[config.mk]
export PLATFORM = sky130hd
export DESIGN_NAME = bc1_bc2_bc3_block_decoder_core
export DESIGN_NICKNAME = d
export VERILOG_FILES = /design/src/bcd_pkg.sv /design/src/bc1_bc2_bc3_block_decoder_core.sv /design/src/bcd_texel_issue.sv
export SDC_FILE = /design/constraint.sdc
export NUM_CORES = 1
export LEC_CHECK = 0
export BUFFER_PORTS_ARGS = -buffer_cell sky130_fd_sc_hd__buf_2
export CAP_MARGIN = 15
export CORE_ASPECT_RATIO = 1.5
export CORE_UTILIZATION = 40
export DETAILED_ROUTE_END_ITERATION = 16
export HOLD_SLACK_MARGIN = 0.03
export PLACE_DENSITY = 0.68
export SLEW_MARGIN = 5
export SYNTH_ARGS = -nofsm -noshare
export SYNTH_HDL_FRONTEND = slang
export SYNTH_SLANG_ARGS = --single-unit
[constraint.sdc]
create_clock -name clk -period 18.22 [get_ports clk]
set_input_delay 0.911 -clock clk [delete_from_list [all_inputs] [get_ports clk]]
set_output_delay 0.911 -clock clk [all_outputs]
set_load 0.01 [all_outputs]
[src/bcd_pkg.sv]
// Shared types and constants for the BC1/BC2/BC3 block decoder.
`default_nettype none

package bcd_pkg;

    // Block formats as held in the format register
    localparam logic [1:0] FMT_BC1 = 2'd0;
    localparam logic [1:0] FMT_BC2 = 2'd1;

    // Reciprocals for the constant divides: q = (x * RECIP) >> SHIFT
    localparam int unsigned RECIP3_W   = 10;
    localparam logic [RECIP3_W-1:0] RECIP3 = 10'd683;
    localparam int unsigned SHIFT3     = 11;
    localparam int unsigned RECIPA_W   = 12;
    localparam logic [RECIPA_W-1:0] RECIP5 = 12'd3277;
    localparam logic [RECIPA_W-1:0] RECIP7 = 12'd2341;
    localparam int unsigned SHIFTA     = 14;

    localparam int unsigned CNUM_W = 10;
    localparam int unsigned ANUM_W = 11;

    typedef enum logic [2:0] {
        DIV_ONE     = 3'd0,
        DIV_HALF    = 3'd1,
        DIV_THIRD   = 3'd2,
        DIV_FIFTH   = 3'd3,
        DIV_SEVENTH = 3'd4
    } div_sel_t;

    // Per-texel numerators and divide selects leaving the issue stage
    typedef struct packed {
        logic [3:0]        idx;
        logic              last;
        logic [CNUM_W-1:0] r_num;
        logic [CNUM_W-1:0] g_num;
        logic [CNUM_W-1:0] b_num;
        div_sel_t          cdiv;
        logic [ANUM_W-1:0] a_num;
        div_sel_t          adiv;
    } texel_num_t;

endpackage

`default_nettype wire

[src/bc1_bc2_bc3_block_decoder_core.sv]
// Top level of the BC1/BC2/BC3 block decoder: block buffer and texel pipeline.
//
// Input channel (in_valid / in_stall): one word is a compressed 4x4 block,
// block_low_word = bytes 0-7, block_high_word = bytes 8-15, little endian.
// Output channel (out_valid / out_stall): one word is one RGBA texel, sixteen
// per block in row-major order; last_texel marks the sixteenth.
// cfg_wr_en / cfg_wr_data write the format register (0 BC1, 1 BC2, 2 or 3 BC3);
// write it only while the block is empty.
// Throughput: one texel per cycle while out_stall does not hold it; the block
// buffer issues texels through a single 4-bit counter and takes the next block
// in the cycle its last texel is issued.
// The first texel of a block passes the block buffer, numerator, reciprocal
// product and output registers before it is on the outputs.
// When out_stall is high with a valid texel shown, the whole pipeline and the
// block buffer hold; nothing is dropped or repeated.
// Reset clears all valid bits and sets the format to BC1.
`default_nettype none

module bc1_bc2_bc3_block_decoder_core (
    input  wire logic        clk,
    input  wire logic        rst_n,
    input  wire logic        cfg_wr_en,
    input  wire logic [1:0]  cfg_wr_data,
    input  wire logic        in_valid,
    output logic             in_stall,
    input  wire logic [63:0] block_low_word,
    input  wire logic [63:0] block_high_word,
    output logic             out_valid,
    input  wire logic        out_stall,
    output logic [3:0]       texel_index,
    output logic [7:0]       red,
    output logic [7:0]       green,
    output logic [7:0]       blue,
    output logic [7:0]       alpha,
    output logic             last_texel
);

    localparam int unsigned CP_W = bcd_pkg::CNUM_W + bcd_pkg::RECIP3_W;
    localparam int unsigned AP_W = bcd_pkg::ANUM_W + bcd_pkg::RECIPA_W;

    logic [1:0]  fmt_reg;
    logic [63:0] lo_reg;
    logic [63:0] hi_reg;
    logic        blk_valid_reg;
    logic        blk_valid_next;
    logic [3:0]  cnt_reg;

    logic        adv;
    logic        issue;
    logic        in_take;

    bcd_pkg::texel_num_t issue_texel;
    bcd_pkg::texel_num_t s1_reg;
    logic                s1_valid_reg;

    bcd_pkg::texel_num_t s2_reg;
    logic                s2_valid_reg;
    logic [CP_W-1:0]     r_prod_reg;
    logic [CP_W-1:0]     g_prod_reg;
    logic [CP_W-1:0]     b_prod_reg;
    logic [AP_W-1:0]     a_prod_reg;
    logic [bcd_pkg::RECIPA_W-1:0] a_recip;

    logic [7:0] red_next;
    logic [7:0] green_next;
    logic [7:0] blue_next;
    logic [7:0] alpha_next;

    // Whole pipeline moves together unless a shown texel is held
    assign adv      = !(out_valid && out_stall);
    assign issue    = blk_valid_reg && adv;
    assign in_stall = !(adv && (!blk_valid_reg || cnt_reg == 4'd15));
    assign in_take  = in_valid && !in_stall;

    assign blk_valid_next = in_take ? 1'b1
                          : (issue && cnt_reg == 4'd15) ? 1'b0 : blk_valid_reg;

    always_ff @(posedge clk or negedge rst_n)
    begin
        if (!rst_n)
        begin
            fmt_reg <= bcd_pkg::FMT_BC1;
        end
        else if (cfg_wr_en)
        begin
            fmt_reg <= cfg_wr_data;
        end
    end

    always_ff @(posedge clk or negedge rst_n)
    begin
        if (!rst_n)
        begin
            blk_valid_reg <= 1'b0;
            cnt_reg       <= 4'd0;
            s1_valid_reg  <= 1'b0;
            s2_valid_reg  <= 1'b0;
            out_valid     <= 1'b0;
        end
        else if (adv)
        begin
            blk_valid_reg <= blk_valid_next;
            if (issue)
            begin
                cnt_reg <= cnt_reg + 4'd1;   // wraps to 0 after texel 15
            end
            s1_valid_reg <= issue;
            s2_valid_reg <= s1_valid_reg;
            out_valid    <= s2_valid_reg;
        end
    end

    always_ff @(posedge clk)
    begin
        if (in_take)
        begin
            lo_reg <= block_low_word;
            hi_reg <= block_high_word;
        end
    end

    bcd_texel_issue u_issue (
        .fmt   (fmt_reg),
        .lo    (lo_reg),
        .hi    (hi_reg),
        .cnt   (cnt_reg),
        .texel (issue_texel)
    );

    assign a_recip = (s1_reg.adiv == bcd_pkg::DIV_FIFTH) ? bcd_pkg::RECIP5 : bcd_pkg::RECIP7;

    // Stage 1: numerators; stage 2: reciprocal products
    always_ff @(posedge clk)
    begin
        if (adv)
        begin
            s1_reg     <= issue_texel;
            s2_reg     <= s1_reg;
            r_prod_reg <= CP_W'(s1_reg.r_num) * CP_W'(bcd_pkg::RECIP3);
            g_prod_reg <= CP_W'(s1_reg.g_num) * CP_W'(bcd_pkg::RECIP3);
            b_prod_reg <= CP_W'(s1_reg.b_num) * CP_W'(bcd_pkg::RECIP3);
            a_prod_reg <= AP_W'(s1_reg.a_num) * AP_W'(a_recip);
        end
    end

    always_comb
    begin
        unique case (s2_reg.cdiv)
            bcd_pkg::DIV_HALF:
            begin
                red_next   = s2_reg.r_num[8:1];
                green_next = s2_reg.g_num[8:1];
                blue_next  = s2_reg.b_num[8:1];
            end
            bcd_pkg::DIV_THIRD:
            begin
                red_next   = r_prod_reg[bcd_pkg::SHIFT3 +: 8];
                green_next = g_prod_reg[bcd_pkg::SHIFT3 +: 8];
                blue_next  = b_prod_reg[bcd_pkg::SHIFT3 +: 8];
            end
            default:
            begin
                red_next   = s2_reg.r_num[7:0];
                green_next = s2_reg.g_num[7:0];
                blue_next  = s2_reg.b_num[7:0];
            end
        endcase

        unique case (s2_reg.adiv) inside
            bcd_pkg::DIV_FIFTH,
            bcd_pkg::DIV_SEVENTH:
            begin
                alpha_next = a_prod_reg[bcd_pkg::SHIFTA +: 8];
            end
            default:
            begin
                alpha_next = s2_reg.a_num[7:0];
            end
        endcase
    end

    // Stage 3: output word
    always_ff @(posedge clk)
    begin
        if (adv)
        begin
            texel_index <= s2_reg.idx;
            last_texel  <= s2_reg.last;
            red         <= red_next;
            green       <= green_next;
            blue        <= blue_next;
            alpha       <= alpha_next;
        end
    end

endmodule

`default_nettype wire

[src/bcd_texel_issue.sv]
// Palette and alpha ramp selection: numerators and divisors for one texel.
`default_nettype none

module bcd_texel_issue (
    input  wire logic [1:0]         fmt,
    input  wire logic [63:0]        lo,
    input  wire logic [63:0]        hi,
    input  wire logic [3:0]         cnt,
    output bcd_pkg::texel_num_t     texel
);

    function automatic logic [23:0] expand565(input logic [15:0] p);
        logic [4:0] r5;
        logic [5:0] g6;
        logic [4:0] b5;
        r5 = p[15:11];
        g6 = p[10:5];
        b5 = p[4:0];
        return {r5, r5[4:2], g6, g6[5:4], b5, b5[4:2]};
    endfunction

    logic        bc1;
    logic        bc2;
    logic [63:0] cw;
    logic [15:0] c0;
    logic [15:0] c1;
    logic        punch;
    logic [1:0]  ci;
    logic [23:0] e0;
    logic [23:0] e1;
    logic [7:0]  a0;
    logic [7:0]  a1;
    logic [2:0]  ai;
    logic [3:0]  nib;
    logic [2:0]  w0;
    logic [2:0]  w1;
    logic [bcd_pkg::ANUM_W-1:0] ramp_num;

    assign bc1   = (fmt == bcd_pkg::FMT_BC1);
    assign bc2   = (fmt == bcd_pkg::FMT_BC2);
    assign cw    = bc1 ? lo : hi;
    assign c0    = cw[15:0];
    assign c1    = cw[31:16];
    assign punch = bc1 && (c0 <= c1);
    assign ci    = cw[32 + 2*cnt +: 2];
    assign e0    = expand565(c0);
    assign e1    = expand565(c1);
    assign a0    = lo[7:0];
    assign a1    = lo[15:8];
    assign ai    = lo[16 + 3*cnt +: 3];
    assign nib   = lo[4*cnt +: 4];

    // BC3 ramp weights: entry k blends (8-k)/7 or (6-k)/5 of a0
    assign w0 = (a0 > a1) ? 3'(4'd8 - {1'b0, ai}) : 3'(4'd6 - {1'b0, ai});
    assign w1 = ai - 3'd1;

    assign ramp_num = bcd_pkg::ANUM_W'(w0) * bcd_pkg::ANUM_W'(a0)
                    + bcd_pkg::ANUM_W'(w1) * bcd_pkg::ANUM_W'(a1);

    always_comb
    begin
        texel.idx  = cnt;
        texel.last = (cnt == 4'd15);

        // color palette entry, per channel
        case (ci)
            2'd0:
            begin
                texel.r_num = {2'b00, e0[23:16]};
                texel.g_num = {2'b00, e0[15:8]};
                texel.b_num = {2'b00, e0[7:0]};
                texel.cdiv  = bcd_pkg::DIV_ONE;
            end
            2'd1:
            begin
                texel.r_num = {2'b00, e1[23:16]};
                texel.g_num = {2'b00, e1[15:8]};
                texel.b_num = {2'b00, e1[7:0]};
                texel.cdiv  = bcd_pkg::DIV_ONE;
            end
            2'd2:
            begin
                if (punch)
                begin
                    texel.r_num = {2'b00, e0[23:16]} + {2'b00, e1[23:16]};
                    texel.g_num = {2'b00, e0[15:8]}  + {2'b00, e1[15:8]};
                    texel.b_num = {2'b00, e0[7:0]}   + {2'b00, e1[7:0]};
                    texel.cdiv  = bcd_pkg::DIV_HALF;
                end
                else
                begin
                    texel.r_num = {1'b0, e0[23:16], 1'b0} + {2'b00, e1[23:16]};
                    texel.g_num = {1'b0, e0[15:8], 1'b0}  + {2'b00, e1[15:8]};
                    texel.b_num = {1'b0, e0[7:0], 1'b0}   + {2'b00, e1[7:0]};
                    texel.cdiv  = bcd_pkg::DIV_THIRD;
                end
            end
            default:
            begin
                if (punch)
                begin
                    texel.r_num = '0;
                    texel.g_num = '0;
                    texel.b_num = '0;
                    texel.cdiv  = bcd_pkg::DIV_ONE;
                end
                else
                begin
                    texel.r_num = {2'b00, e0[23:16]} + {1'b0, e1[23:16], 1'b0};
                    texel.g_num = {2'b00, e0[15:8]}  + {1'b0, e1[15:8], 1'b0};
                    texel.b_num = {2'b00, e0[7:0]}   + {1'b0, e1[7:0], 1'b0};
                    texel.cdiv  = bcd_pkg::DIV_THIRD;
                end
            end
        endcase

        if (bc1)
        begin
            texel.a_num = (punch && ci == 2'd3) ? '0 : bcd_pkg::ANUM_W'(255);
            texel.adiv  = bcd_pkg::DIV_ONE;
        end
        else if (bc2)
        begin
            texel.a_num = {3'b000, nib, nib};
            texel.adiv  = bcd_pkg::DIV_ONE;
        end
        else
        begin
            case (ai)
                3'd0:
                begin
                    texel.a_num = {3'b000, a0};
                    texel.adiv  = bcd_pkg::DIV_ONE;
                end
                3'd1:
                begin
                    texel.a_num = {3'b000, a1};
                    texel.adiv  = bcd_pkg::DIV_ONE;
                end
                3'd6:
                begin
                    texel.a_num = (a0 > a1) ? ramp_num : '0;
                    texel.adiv  = (a0 > a1) ? bcd_pkg::DIV_SEVENTH : bcd_pkg::DIV_ONE;
                end
                3'd7:
                begin
                    texel.a_num = (a0 > a1) ? ramp_num : bcd_pkg::ANUM_W'(255);
                    texel.adiv  = (a0 > a1) ? bcd_pkg::DIV_SEVENTH : bcd_pkg::DIV_ONE;
                end
                default:
                begin
                    texel.a_num = ramp_num;
                    texel.adiv  = (a0 > a1) ? bcd_pkg::DIV_SEVENTH : bcd_pkg::DIV_FIFTH;
                end
            endcase
        end
    end

endmodule

`default_nettype wire

Word-level counts from Yosys, hierarchy flattened
Cells that the tools add are included.
{"block": "totals", "reg_bits": 352, "out_inout_bits": 39, "in_bits": 135, "wordCells": 115}
{"block": "op_classes", "reduce_logical": 19, "magnitude_cmp": 2, "n_eq_ne": 13, "n_mux": 20, "add_sub_neg": 16, "multipliers": 7, "shift": 3, "n_bitwise": 1}
{"operator": "$pmux W33 S3", "n": 1}
{"operator": "$mux W33", "n": 2}
{"operator": "$mux W64", "n": 1}
{"operator": "$shiftx A64 B33 Y2", "n": 1}
{"operator": "$shiftx A64 B33 Y3", "n": 1}
{"operator": "$shiftx A64 B7 Y4", "n": 1}
{"operator": "$mul A10 B10 Y19 const B", "n": 3}
{"operator": "$pmux W14 S4", "n": 1}
{"operator": "$pmux W8 S2", "n": 3}
{"operator": "$mux W11", "n": 3}
{"operator": "$add A8 B9 Y10", "n": 3}
{"operator": "$add A9 B8 Y10", "n": 3}
{"operator": "$mux W14", "n": 2}
{"operator": "$add A8 B8 Y9", "n": 3}
{"operator": "$mul A11 B12 Y22", "n": 1}
{"operator": "$mul A3 B8 Y11", "n": 2}
{"operator": "$le A16 B16 Y1", "n": 1}
{"operator": "$mux W8", "n": 2}
{"operator": "$add A11 B11 Y11", "n": 1}
{"operator": "$eq A3 B2 Y1 const B", "n": 3}
{"operator": "$eq A3 B3 Y1 const B", "n": 3}
{"operator": "$mux W3", "n": 3}
{"operator": "$gt A8 B8 Y1", "n": 1}
{"operator": "$add A5 B6 Y7 const A", "n": 1}
{"operator": "20 further kinds", "n": 35}

Depth between registers and ports, before layout
Gate-level depths: netlist of run 1.
{"block": "depth", "ltp_word": 11, "mapped_depth": 27, "mapped_depth_nobuf": 23}

Hierarchy
Synthesis of run 1 repeated with hierarchy kept, for this count alone.
{"block": "unflattened", "cells_unflattened": 2175, "hier_area_um2": 24835.1}
{"mod": "bc1_bc2_bc3_block_decoder_core", "cells_per_inst": 1282, "n_inst": 1, "area_per_inst_um2": 17571.9, "seq_area_each_um2": 9108.7}
{"mod": "bcd_texel_issue", "cells_per_inst": 893, "n_inst": 1, "area_per_inst_um2": 7263.2, "seq_area_each_um2": 0.0}

Worst setup path after synthesis of run 1
Ideal clock, no wire load.
{"block": "synth_path", "path_type": "input -> register", "startpoint": "in out_stall", "endpoint": "reg hi_reg[0] (enable)", "path_buffers": 0, "setup_time_ns": 0.504, "required_time_ns": 17.716, "arrival_time_ns": 7.781, "cell_stages": 3, "setup_slack_ns": 9.935, "cell_sequence": "nand2_1 o21a_1 and2_1"}
{"block": "synth_between", "elab_chain_cells": 4}
{"element": "start: declaration", "line": "bc1_bc2_bc3_block_decoder_core.sv:29", "text": "input wire logic out_stall,"}
{"element": "$logic_and A1 B1 Y1", "line": "bc1_bc2_bc3_block_decoder_core.sv:70", "text": "assign adv = !(out_valid && out_stall);"}
{"element": "$logic_not A1 Y1", "line": "bc1_bc2_bc3_block_decoder_core.sv:70"}
{"element": "$logic_and A1 B1 Y1", "line": "bc1_bc2_bc3_block_decoder_core.sv:72", "text": "assign in_stall = !(adv && (!blk_valid_reg || cnt_reg == 4'd15));"}
{"element": "$logic_and A1 B1 Y1", "line": "bc1_bc2_bc3_block_decoder_core.sv:73", "text": "assign in_take = in_valid && !in_stall;"}
{"element": "end signal: assignment", "line": "bc1_bc2_bc3_block_decoder_core.sv:118", "text": "hi_reg <= block_high_word;"}
{"element": "end: declaration", "line": "bc1_bc2_bc3_block_decoder_core.sv:43", "text": "logic [63:0] hi_reg;"}
No other way between the ends.
A chain may end at the register's enable or synchronous reset.

Worst setup path after layout of run 1
{"block": "layout_path", "startpoint": "reg cnt_reg[0]", "endpoint": "reg s1_reg[13] (netlist name) (data pin)"}
{"block": "layout_between", "elab_chain_cells": 11, "word_cells_on_any_way": 19, "classes_between": "add/sub (5); mul (3); eq/ne (3); shift (1); mux (6); reduce/logical (1)"}
{"element": "start: declaration", "line": "bc1_bc2_bc3_block_decoder_core.sv:46", "text": "logic [3:0] cnt_reg;"}
{"element": "start signal: assignment", "line": "bc1_bc2_bc3_block_decoder_core.sv:105", "text": "cnt_reg <= cnt_reg + 4'd1;"}
{"element": "$mul A2 B4 Y6 (*)", "line": "bcd_texel_issue.sv:50", "text": "assign ai = lo[16 + 3*cnt +: 3];"}
{"element": "$add A5 B6 Y7 (*)", "line": "bcd_texel_issue.sv:50"}
{"element": "$shiftx A64 B33 Y3 (*)", "line": "bcd_texel_issue.sv:50"}
{"element": "$sub A3 B3 Y3 / $sub A1 B3 Y3 (equally long branches)", "line": "bcd_texel_issue.sv:54", "text": "assign w0 = (a0 > a1) ? 3'(4'd8 - {1'b0, ai}) : 3'(4'd6 - {1'b0, ai});"}
{"element": "$mux W3", "line": "bcd_texel_issue.sv:54"}
{"element": "$mul A3 B8 Y11", "line": "bcd_texel_issue.sv:57", "text": "assign ramp_num = bcd_pkg::ANUM_W'(w0) * bcd_pkg::ANUM_W'(a0)"}
{"element": "$add A11 B11 Y11", "line": "bcd_texel_issue.sv:58", "text": "+ bcd_pkg::ANUM_W'(w1) * bcd_pkg::ANUM_W'(a1);"}
{"element": "$mux W11, on equally long branches", "line": "bcd_texel_issue.sv:147, bcd_texel_issue.sv:142"}
{"element": "$pmux W14 S4 (*)", "line": "bcd_texel_issue.sv:129", "text": "case (ai)"}
{"element": "$mux W14 (*)", "line": "bcd_texel_issue.sv:122", "text": "else if (bc2)"}
{"element": "$mux W14 (*)", "line": "bcd_texel_issue.sv:117", "text": "if (bc1)"}
{"element": "end signal: assignment", "line": "bc1_bc2_bc3_block_decoder_core.sv:137", "text": "s1_reg <= issue_texel;"}
{"element": "end: declaration", "line": "bc1_bc2_bc3_block_decoder_core.sv:53", "text": "bcd_pkg::texel_num_t s1_reg;"}
Mark *: on every way between the ends. The rest lies on a longest branch, timed or not.

==> results of run 1 <==
[worst max-delay path by stage]
stage	slack, ns	end	depth (start not counted)	startpoint
final	10.98	s1_reg[13]$_SDFFCE_PP0N_	25	cnt_reg[0]$_DFFE_PN0P_
after floorplan	9.94	hi_reg[0]$_DFFE_PP_	3	out_stall
after CTS	11.08	s1_reg[13]$_SDFFCE_PP0N_	25	cnt_reg[0]$_DFFE_PN0P_
after global routing	10.51	s1_reg[13]$_SDFFCE_PP0N_	25	cnt_reg[0]$_DFFE_PN0P_
after detailed placement	11.10	s1_reg[13]$_SDFFCE_PP0N_	25	cnt_reg[0]$_DFFE_PN0P_
after global placement	11.26	s1_reg[13]$_SDFFCE_PP0N_	21	cnt_reg[0]$_DFFE_PN0P_
[synthesized netlist by cell type, types with 8 or more instances]
library cell | number | area share, %
o21a_1 | 17 | 0.52
clkbuf_1 | 32 | 0.49
a21o_1 | 20 | 0.61
mux2_2 | 25 | 1.1
ha_1 | 338 | 17
a31oi_1 | 8 | 0.20
edfxtp_1 | 291 | 36
nand2_1 | 100 | 1.5
nor2_1 | 111 | 1.7
a22oi_1 | 30 | 0.92
fa_1 | 153 | 13
nand4_1 | 11 | 0.28
mux2i_1 | 32 | 1.3
or2_2 | 9 | 0.23
inv_1 | 302 | 4.6
xnor2_1 | 79 | 2.8
nor2b_1 | 24 | 0.61
and2_1 | 34 | 0.87
dfrtp_1 | 10 | 1.0
xor2_1 | 24 | 0.86
nand2b_1 | 18 | 0.46
buf_2 | 17 | 0.35
a221oi_1 | 9 | 0.32
nand3_1 | 16 | 0.33
o21bai_1 | 18 | 0.55
o22ai_1 | 11 | 0.28
nor3_1 | 25 | 0.51
o21ai_0 | 89 | 1.8
o211ai_1 | 12 | 0.37
a211oi_1 | 12 | 0.37
a21oi_1 | 96 | 2.0
mux4_2 | 43 | 4.0
[kinds of logic after synthesis]
kind of cell	Yosys count	share of synthesized area [%]
other	2	0.0307
muxes	100	6.41
adders and majority gates	491	29.8
DFF	301	36.7
and+or+nand+nor	370	7.15
xor gates and xnor gates	103	3.68
buffers and inverters	361	5.74
AOI/OAI and AO/OA	392	10.5
[metal layers]
layer	vias to the layer above	part of all wire (%)
met5	-	0
met4	0	6.1
met3	185	4.7
met2	555	52
met1	8272	37
li1	7883	-
[worst register-to-register path: stages (launching register included)]
cell and delay, ns:
dfrtp_2 0.67, buf_4 0.53, mux4_2 0.60, mux2i_1 0.13, o21ai_0 0.10, a21oi_1 0.14, buf_4 0.26, inv_1 0.20
ha_1 0.26, xnor2_1 0.14, a21oi_1 0.54, and2_1 0.25, fa_1 0.41, fa_1 0.49, inv_1 0.05, fa_1 0.53
inv_1 0.07, fa_1 0.46, a21oi_1 0.25, nor2_1 0.07, nor2_1 0.15, o21bai_1 0.09, a21oi_1 0.21, o21ai_0 0.15
xnor2_1 0.18, nor2_1 0.05
[area by class of cell]
cell class              count  area (um2)  area share [%]
multi-input cells        1469       14100            51.8
well taps                 784         981            3.59
repair buffers            190         993            3.64
inverters                 303        1140            4.17
clock inverters            22         264           0.967
clock buffers              33         783            2.87
flip-flops and latches    301        8990            32.9
[layout by cell type, fill, tap and decap left out, types with 13 or more instances in the layout]
cell type / synthesis / routed
ha_1: 338 / 338
inv_1: 302 / 302
edfxtp_1: 291 / 291
buf_2: 17 / 173
fa_1: 153 / 153
nor2_1: 111 / 110
nand2_1: 100 / 99
a21oi_1: 96 / 96
o21ai_0: 89 / 89
xnor2_1: 79 / 79
mux4_2: 43 / 43
and2_1: 34 / 33
mux2i_1: 32 / 32
clkbuf_16: 0 / 31
a22oi_1: 30 / 30
nor3_1: 25 / 25
mux2_2: 25 / 25
nor2b_1: 24 / 24
xor2_1: 24 / 24
a21o_1: 20 / 20
nand2b_1: 18 / 18
o21bai_1: 18 / 18
o21a_1: 17 / 17
buf_4: 6 / 17
nand3_1: 16 / 16
conb_1: 2 / 13
[stage by stage]
stage | hold WS [ns] | cells
3_5_place_dp | 0.407 | 3047
2_1_floorplan | 0.400 | 2131
4_1_cts | 0.141 | 3102
5_1_grt | 0.159 | 3102
3_3_place_gp | 0.405 | 3047
6_report | 0.159 | 3102
==> qor.yml, run 1 <==
use_met2_pct: 37.4
rr_worst_depth: 25
grt_max_degree: 85
area_growth_pct: 11.5
grt_pass1_vias: 18100
final.setup_skew_ns: 0.0308
antenna_found_initial: 0
grt_util_met3_pct: 2.80
hold_viol: 0
fin_area_um2: 27300
start_kind: "flop"
postPlaceCellArea_um2: 26300
postSynthAreaPerCell_um2: 11.5
ant_nets: 0
syn_inst: 2120
rows: 110
cts_num_sinks: 301
cts_setup_buffers: 0
fin_crit_ns: 7.24
slowest_delay_ns: 0.67
dieArea_um2: 62200
clock_latency_ns: 0.61
vias_per_cell: 5.45
hpwl_mm: 49.9
setup_viol_count_final: 0
r2r-start: "cnt_reg[0]$_DFFE_PN0P_"
slew_headroom_pct: 15.4
critical_path.top_delay_family: "adder cells"
async_reset_ff_share_pct: 3.32
yosysSeqAreaShare_pct: 36.7
arrival_ns: 7.57
cpMaxStageDelayCell: "dfrtp_2"
synth_edf_count: 291
num-fill-cells: 5578
synthDistinctLibCells: 79
io_pins: 174
grt_use_met1_pct: 21.9
synth_area_um2: 24500
regToRegSetupSlack_ns: 10.98
outcome: "finished, final reports clean"
finalMaxSlewViolations: 0
dp_slack_ns: 11.10
layout_setup_ws_ns: 10.98
diodes: 0
initial_core_util_pct: 40.6
core-area_um2: 60300
vias: 16900
cts_buffers: 30
ys_ff_latch: 301
critical_path_class: "reg -> reg"
end_kind: "flop"
fmax_ghz: 0.138
htreeDepth: 1
cts_tree: "done"
routed_wl_mm: 62.1
drc: 0
reg2reg_to: "s1_reg[13]$_SDFFCE_PP0N_"
fin_util_pct: 45.3
post-route-period-util_pct: 39.7
cp.required_ns: 18.55
die_h_um: 305
die_width_um: 204
clockRootBuffer: "clkbuf_16"
gp_congestion: 1.01
timing.setup.tns_ns: 0
ctsHoldBuffers: 0
layout-drive-gt1-share_pct: 14.4
hold_class: "in -> async"
clkSlewWorstSetupHoldPaths_ns: 0.07
maxCapViolations: 0
max_slew.worst_pin.slew_ns: 1.26
busiest_layer: "met2"
grt_usage_pct: 20.3
nets: 2921
gr-total-overflow: 0
io_buffer_count: 173
yosys_warnings: 0
rsz0062_at_grt: "false"
drt_pass1_iterations: 5
ys.flop_type: "edfxtp_1"
cts_resized: 0
crit_buf_inv: 5
grt_first_pass_wirelength_mm: 98.4
path_max_fanout: 31
cts.path.max_buffers: 3
drt_iter0_drc: 974
wl_per_cell_um: 20.0
Power of run 1 is not shown: default switching activity piles up to over one toggle a cycle in this logic, so the estimate is an artifact.
==> run 2: changes to the inputs <==
--- a/config.mk
+++ b/config.mk
@@ -11,7 +11,7 @@
 export CORE_UTILIZATION = 40
 export DETAILED_ROUTE_END_ITERATION = 16
 export HOLD_SLACK_MARGIN = 0.03
-export PLACE_DENSITY = 0.68
+export PLACE_DENSITY = 0.7
 export SLEW_MARGIN = 5
 export SYNTH_ARGS = -nofsm -noshare
 export SYNTH_HDL_FRONTEND = slang
==> constraint.sdc (replaced) <==
create_clock -name clk -period 6.1 [get_ports clk]
set_input_delay 0.305 -clock clk [delete_from_list [all_inputs] [get_ports clk]]
set_output_delay 0.305 -clock clk [all_outputs]
set_load 0.01 [all_outputs]
==> run 2 against run 1 <==
Against the previous run:
- sequential cell count unchanged
- clock-buffer cell count increased by 2
- sequential share of layout area decreased by 2.0 points
==> qor.yml, run 2 (synthesis results as in run 1) <==
outcome: "finished, final reports clean"
cts.path.max_buffers: 3  # unchanged
cp.required_ns: 6.43  # -12.12 ns
fmax_ghz: 0.169  # +22%
clkSlewWorstSetupHoldPaths_ns: 0.08  # about the same
nets: 3092  # +5.9%
diodes: 0  # unchanged
routed_wl_mm: 65.2  # +5.0%
initial_core_util_pct: 40.6  # unchanged
antenna_found_initial: 0  # unchanged
maxCapViolations: 0  # unchanged
post-route-period-util_pct: 97.1  # +57 points
drt_iter0_drc: 1000  # +2.7%
fin_crit_ns: 5.93  # -1.31 ns
critical_path_class: "reg -> reg"
die_width_um: 204  # unchanged
drt_pass1_iterations: 5  # unchanged
grt_pass1_vias: 19300  # +6.8%
grt_usage_pct: 21.3  # +0.99 points
grt_max_degree: 117  # +38%
rsz0062_at_grt: "true"
vias: 17700  # +4.7%
setup_viol_count_final: 0  # unchanged
core-area_um2: 60300  # unchanged
gp_congestion: 0.955  # -5.0%
io_buffer_count: 173  # unchanged
hold_viol: 0  # unchanged
area_growth_pct: 18.6
start_kind: "flop"
clock_latency_ns: 0.62  # about the same
end_kind: "flop"
htreeDepth: 1  # unchanged
wl_per_cell_um: 19.9  # -0.50%
dieArea_um2: 62200  # unchanged
die_h_um: 305  # unchanged
rows: 110  # unchanged
grt_first_pass_wirelength_mm: 103  # +5.1%
finalMaxSlewViolations: 0  # unchanged
fin_area_um2: 29000  # +6.3%
cts_buffers: 30  # unchanged
ant_nets: 0  # unchanged
slew_headroom_pct: 31.5  # +16 points
final_common_cell: "ha_1"
hpwl_mm: 50.5  # +1.2%
final_cell_mix: "ha_1, inv_1, edfxtp_1"
cts_tree: "done"
layout-drive-gt1-share_pct: 15.7  # +1.3 points
final.setup_skew_ns: 0.0296  # -0.00119 ns
postPlaceCellArea_um2: 26500  # +1.1%
arrival_ns: 6.26  # -1.31 ns
clockRootBuffer: "clkbuf_16"
max_slew.worst_pin.slew_ns: 1.03  # -0.227 ns
vias_per_cell: 5.41  # -0.75%
io_pins: 174  # unchanged
cts_num_sinks: 301  # unchanged
drc: 0  # unchanged
path_max_fanout: 5  # -84%
hold_class: "in -> reg"
gr-total-overflow: 0  # unchanged
==> run 2: changes by cell type in the layout (fill, tap and decap cells not counted), moves of 2 or more <==
cell	change
dlygate4sd3_1	+132
buf_4	+33
a21oi_1	-4
a21oi_2	+4
clkbuf_8	+4
clkinv_1	-4
buf_12	+3
buf_6	+2
bufinv_16	-2
==> run 2: routing by layer <==
layer  vias to the layer above  GRT usage [%]  wire [um]
met2                       618           39.3      34000
met4                         0           13.3       4530
met1                      8608           22.4      23300
met3                       241           3.03       3290
met5                         -              0          0
li1                       8225              -          -
==> run 2: critical path: stages, from the launching register on <==
cell	delay (ns)
dfrtp_4	0.47
buf_4	0.17
buf_12	0.13
mux4_2	0.43
mux4_2	0.57
inv_2	0.11
ha_1	0.15
ha_1	0.22
nor2_1	0.14
a21oi_2	0.08
buf_4	0.21
and2_1	0.17
fa_1	0.49
fa_1	0.48
inv_1	0.05
fa_1	0.53
inv_1	0.04
ha_1	0.30
inv_1	0.06
nor2_1	0.13
nor2_2	0.07
o21bai_1	0.18
a21oi_2	0.09
o21ai_1	0.17
xnor2_1	0.15
nor2_1	0.06
==> run 2: final timing paths <==
check	startpoint	cells past startpoint	endpoint	slack (ns)
max in group asynchronous	rst_n	2	cnt_reg[0]$_DFFE_PN0P_	5.69
worst min register to register	s2_reg[49]$_DFFE_PN_	0	texel_index[1]$_DFFE_PN_	0.43
worst min-delay path	out_stall	2	s1_valid_reg$_DFFE_PN0N_	0.06
min in group asynchronous	rst_n	2	cnt_reg[0]$_DFFE_PN0P_	0.14
worst max-delay path	cnt_reg[0]$_DFFE_PN0P_	25	s1_reg[13]$_SDFFCE_PP0N_	0.17
worst max register to register	cnt_reg[0]$_DFFE_PN0P_	25	s1_reg[13]$_SDFFCE_PP0N_	0.17
==> run 2: through the flow <==
| step | setup WS, ns | instances | util (%) | hold WS (ns) | setup TNS [ns] |
|---|---|---|---|---|---|
| CTS | 0.00734 | 3265 | 48.0 | 0.0487 | 0 |
| floorplan | 0.00505 | 2131 | - | 0.00941 | 0 |
| global placement | 0.144 | 3078 | 44.0 | 0.205 | 0 |
| finish | 0.174 | 3273 | 48.2 | 0.0627 | 0 |
| global route | -0.0533 | 3273 | 48.2 | 0.0513 | -0.0685 |
| detailed placement | 0.0345 | 3078 | 44.0 | 0.210 | 0 |
==> run 2: area by class of cell <==
| type | instances | area (um2) |
|---|---|---|
| fill | 5364 | 31300 |
| multi-input combinational | 1469 | 14200 |
| sequential | 301 | 8990 |
| timing repair buffer | 361 | 2650 |
| inverter | 303 | 1140 |
| tap | 784 | 981 |
| clock buffer | 35 | 810 |
| clock inverter | 20 | 250 |
==> run 2: repair_timing <==
action,CTS,global route
resized for setup,0,11
hold buffers,132,0
endpoints found under the hold margin,140,0
setup endpoints to repair,0,8
buffers inserted,0,8
Power of run 2 is left out for the same reason.
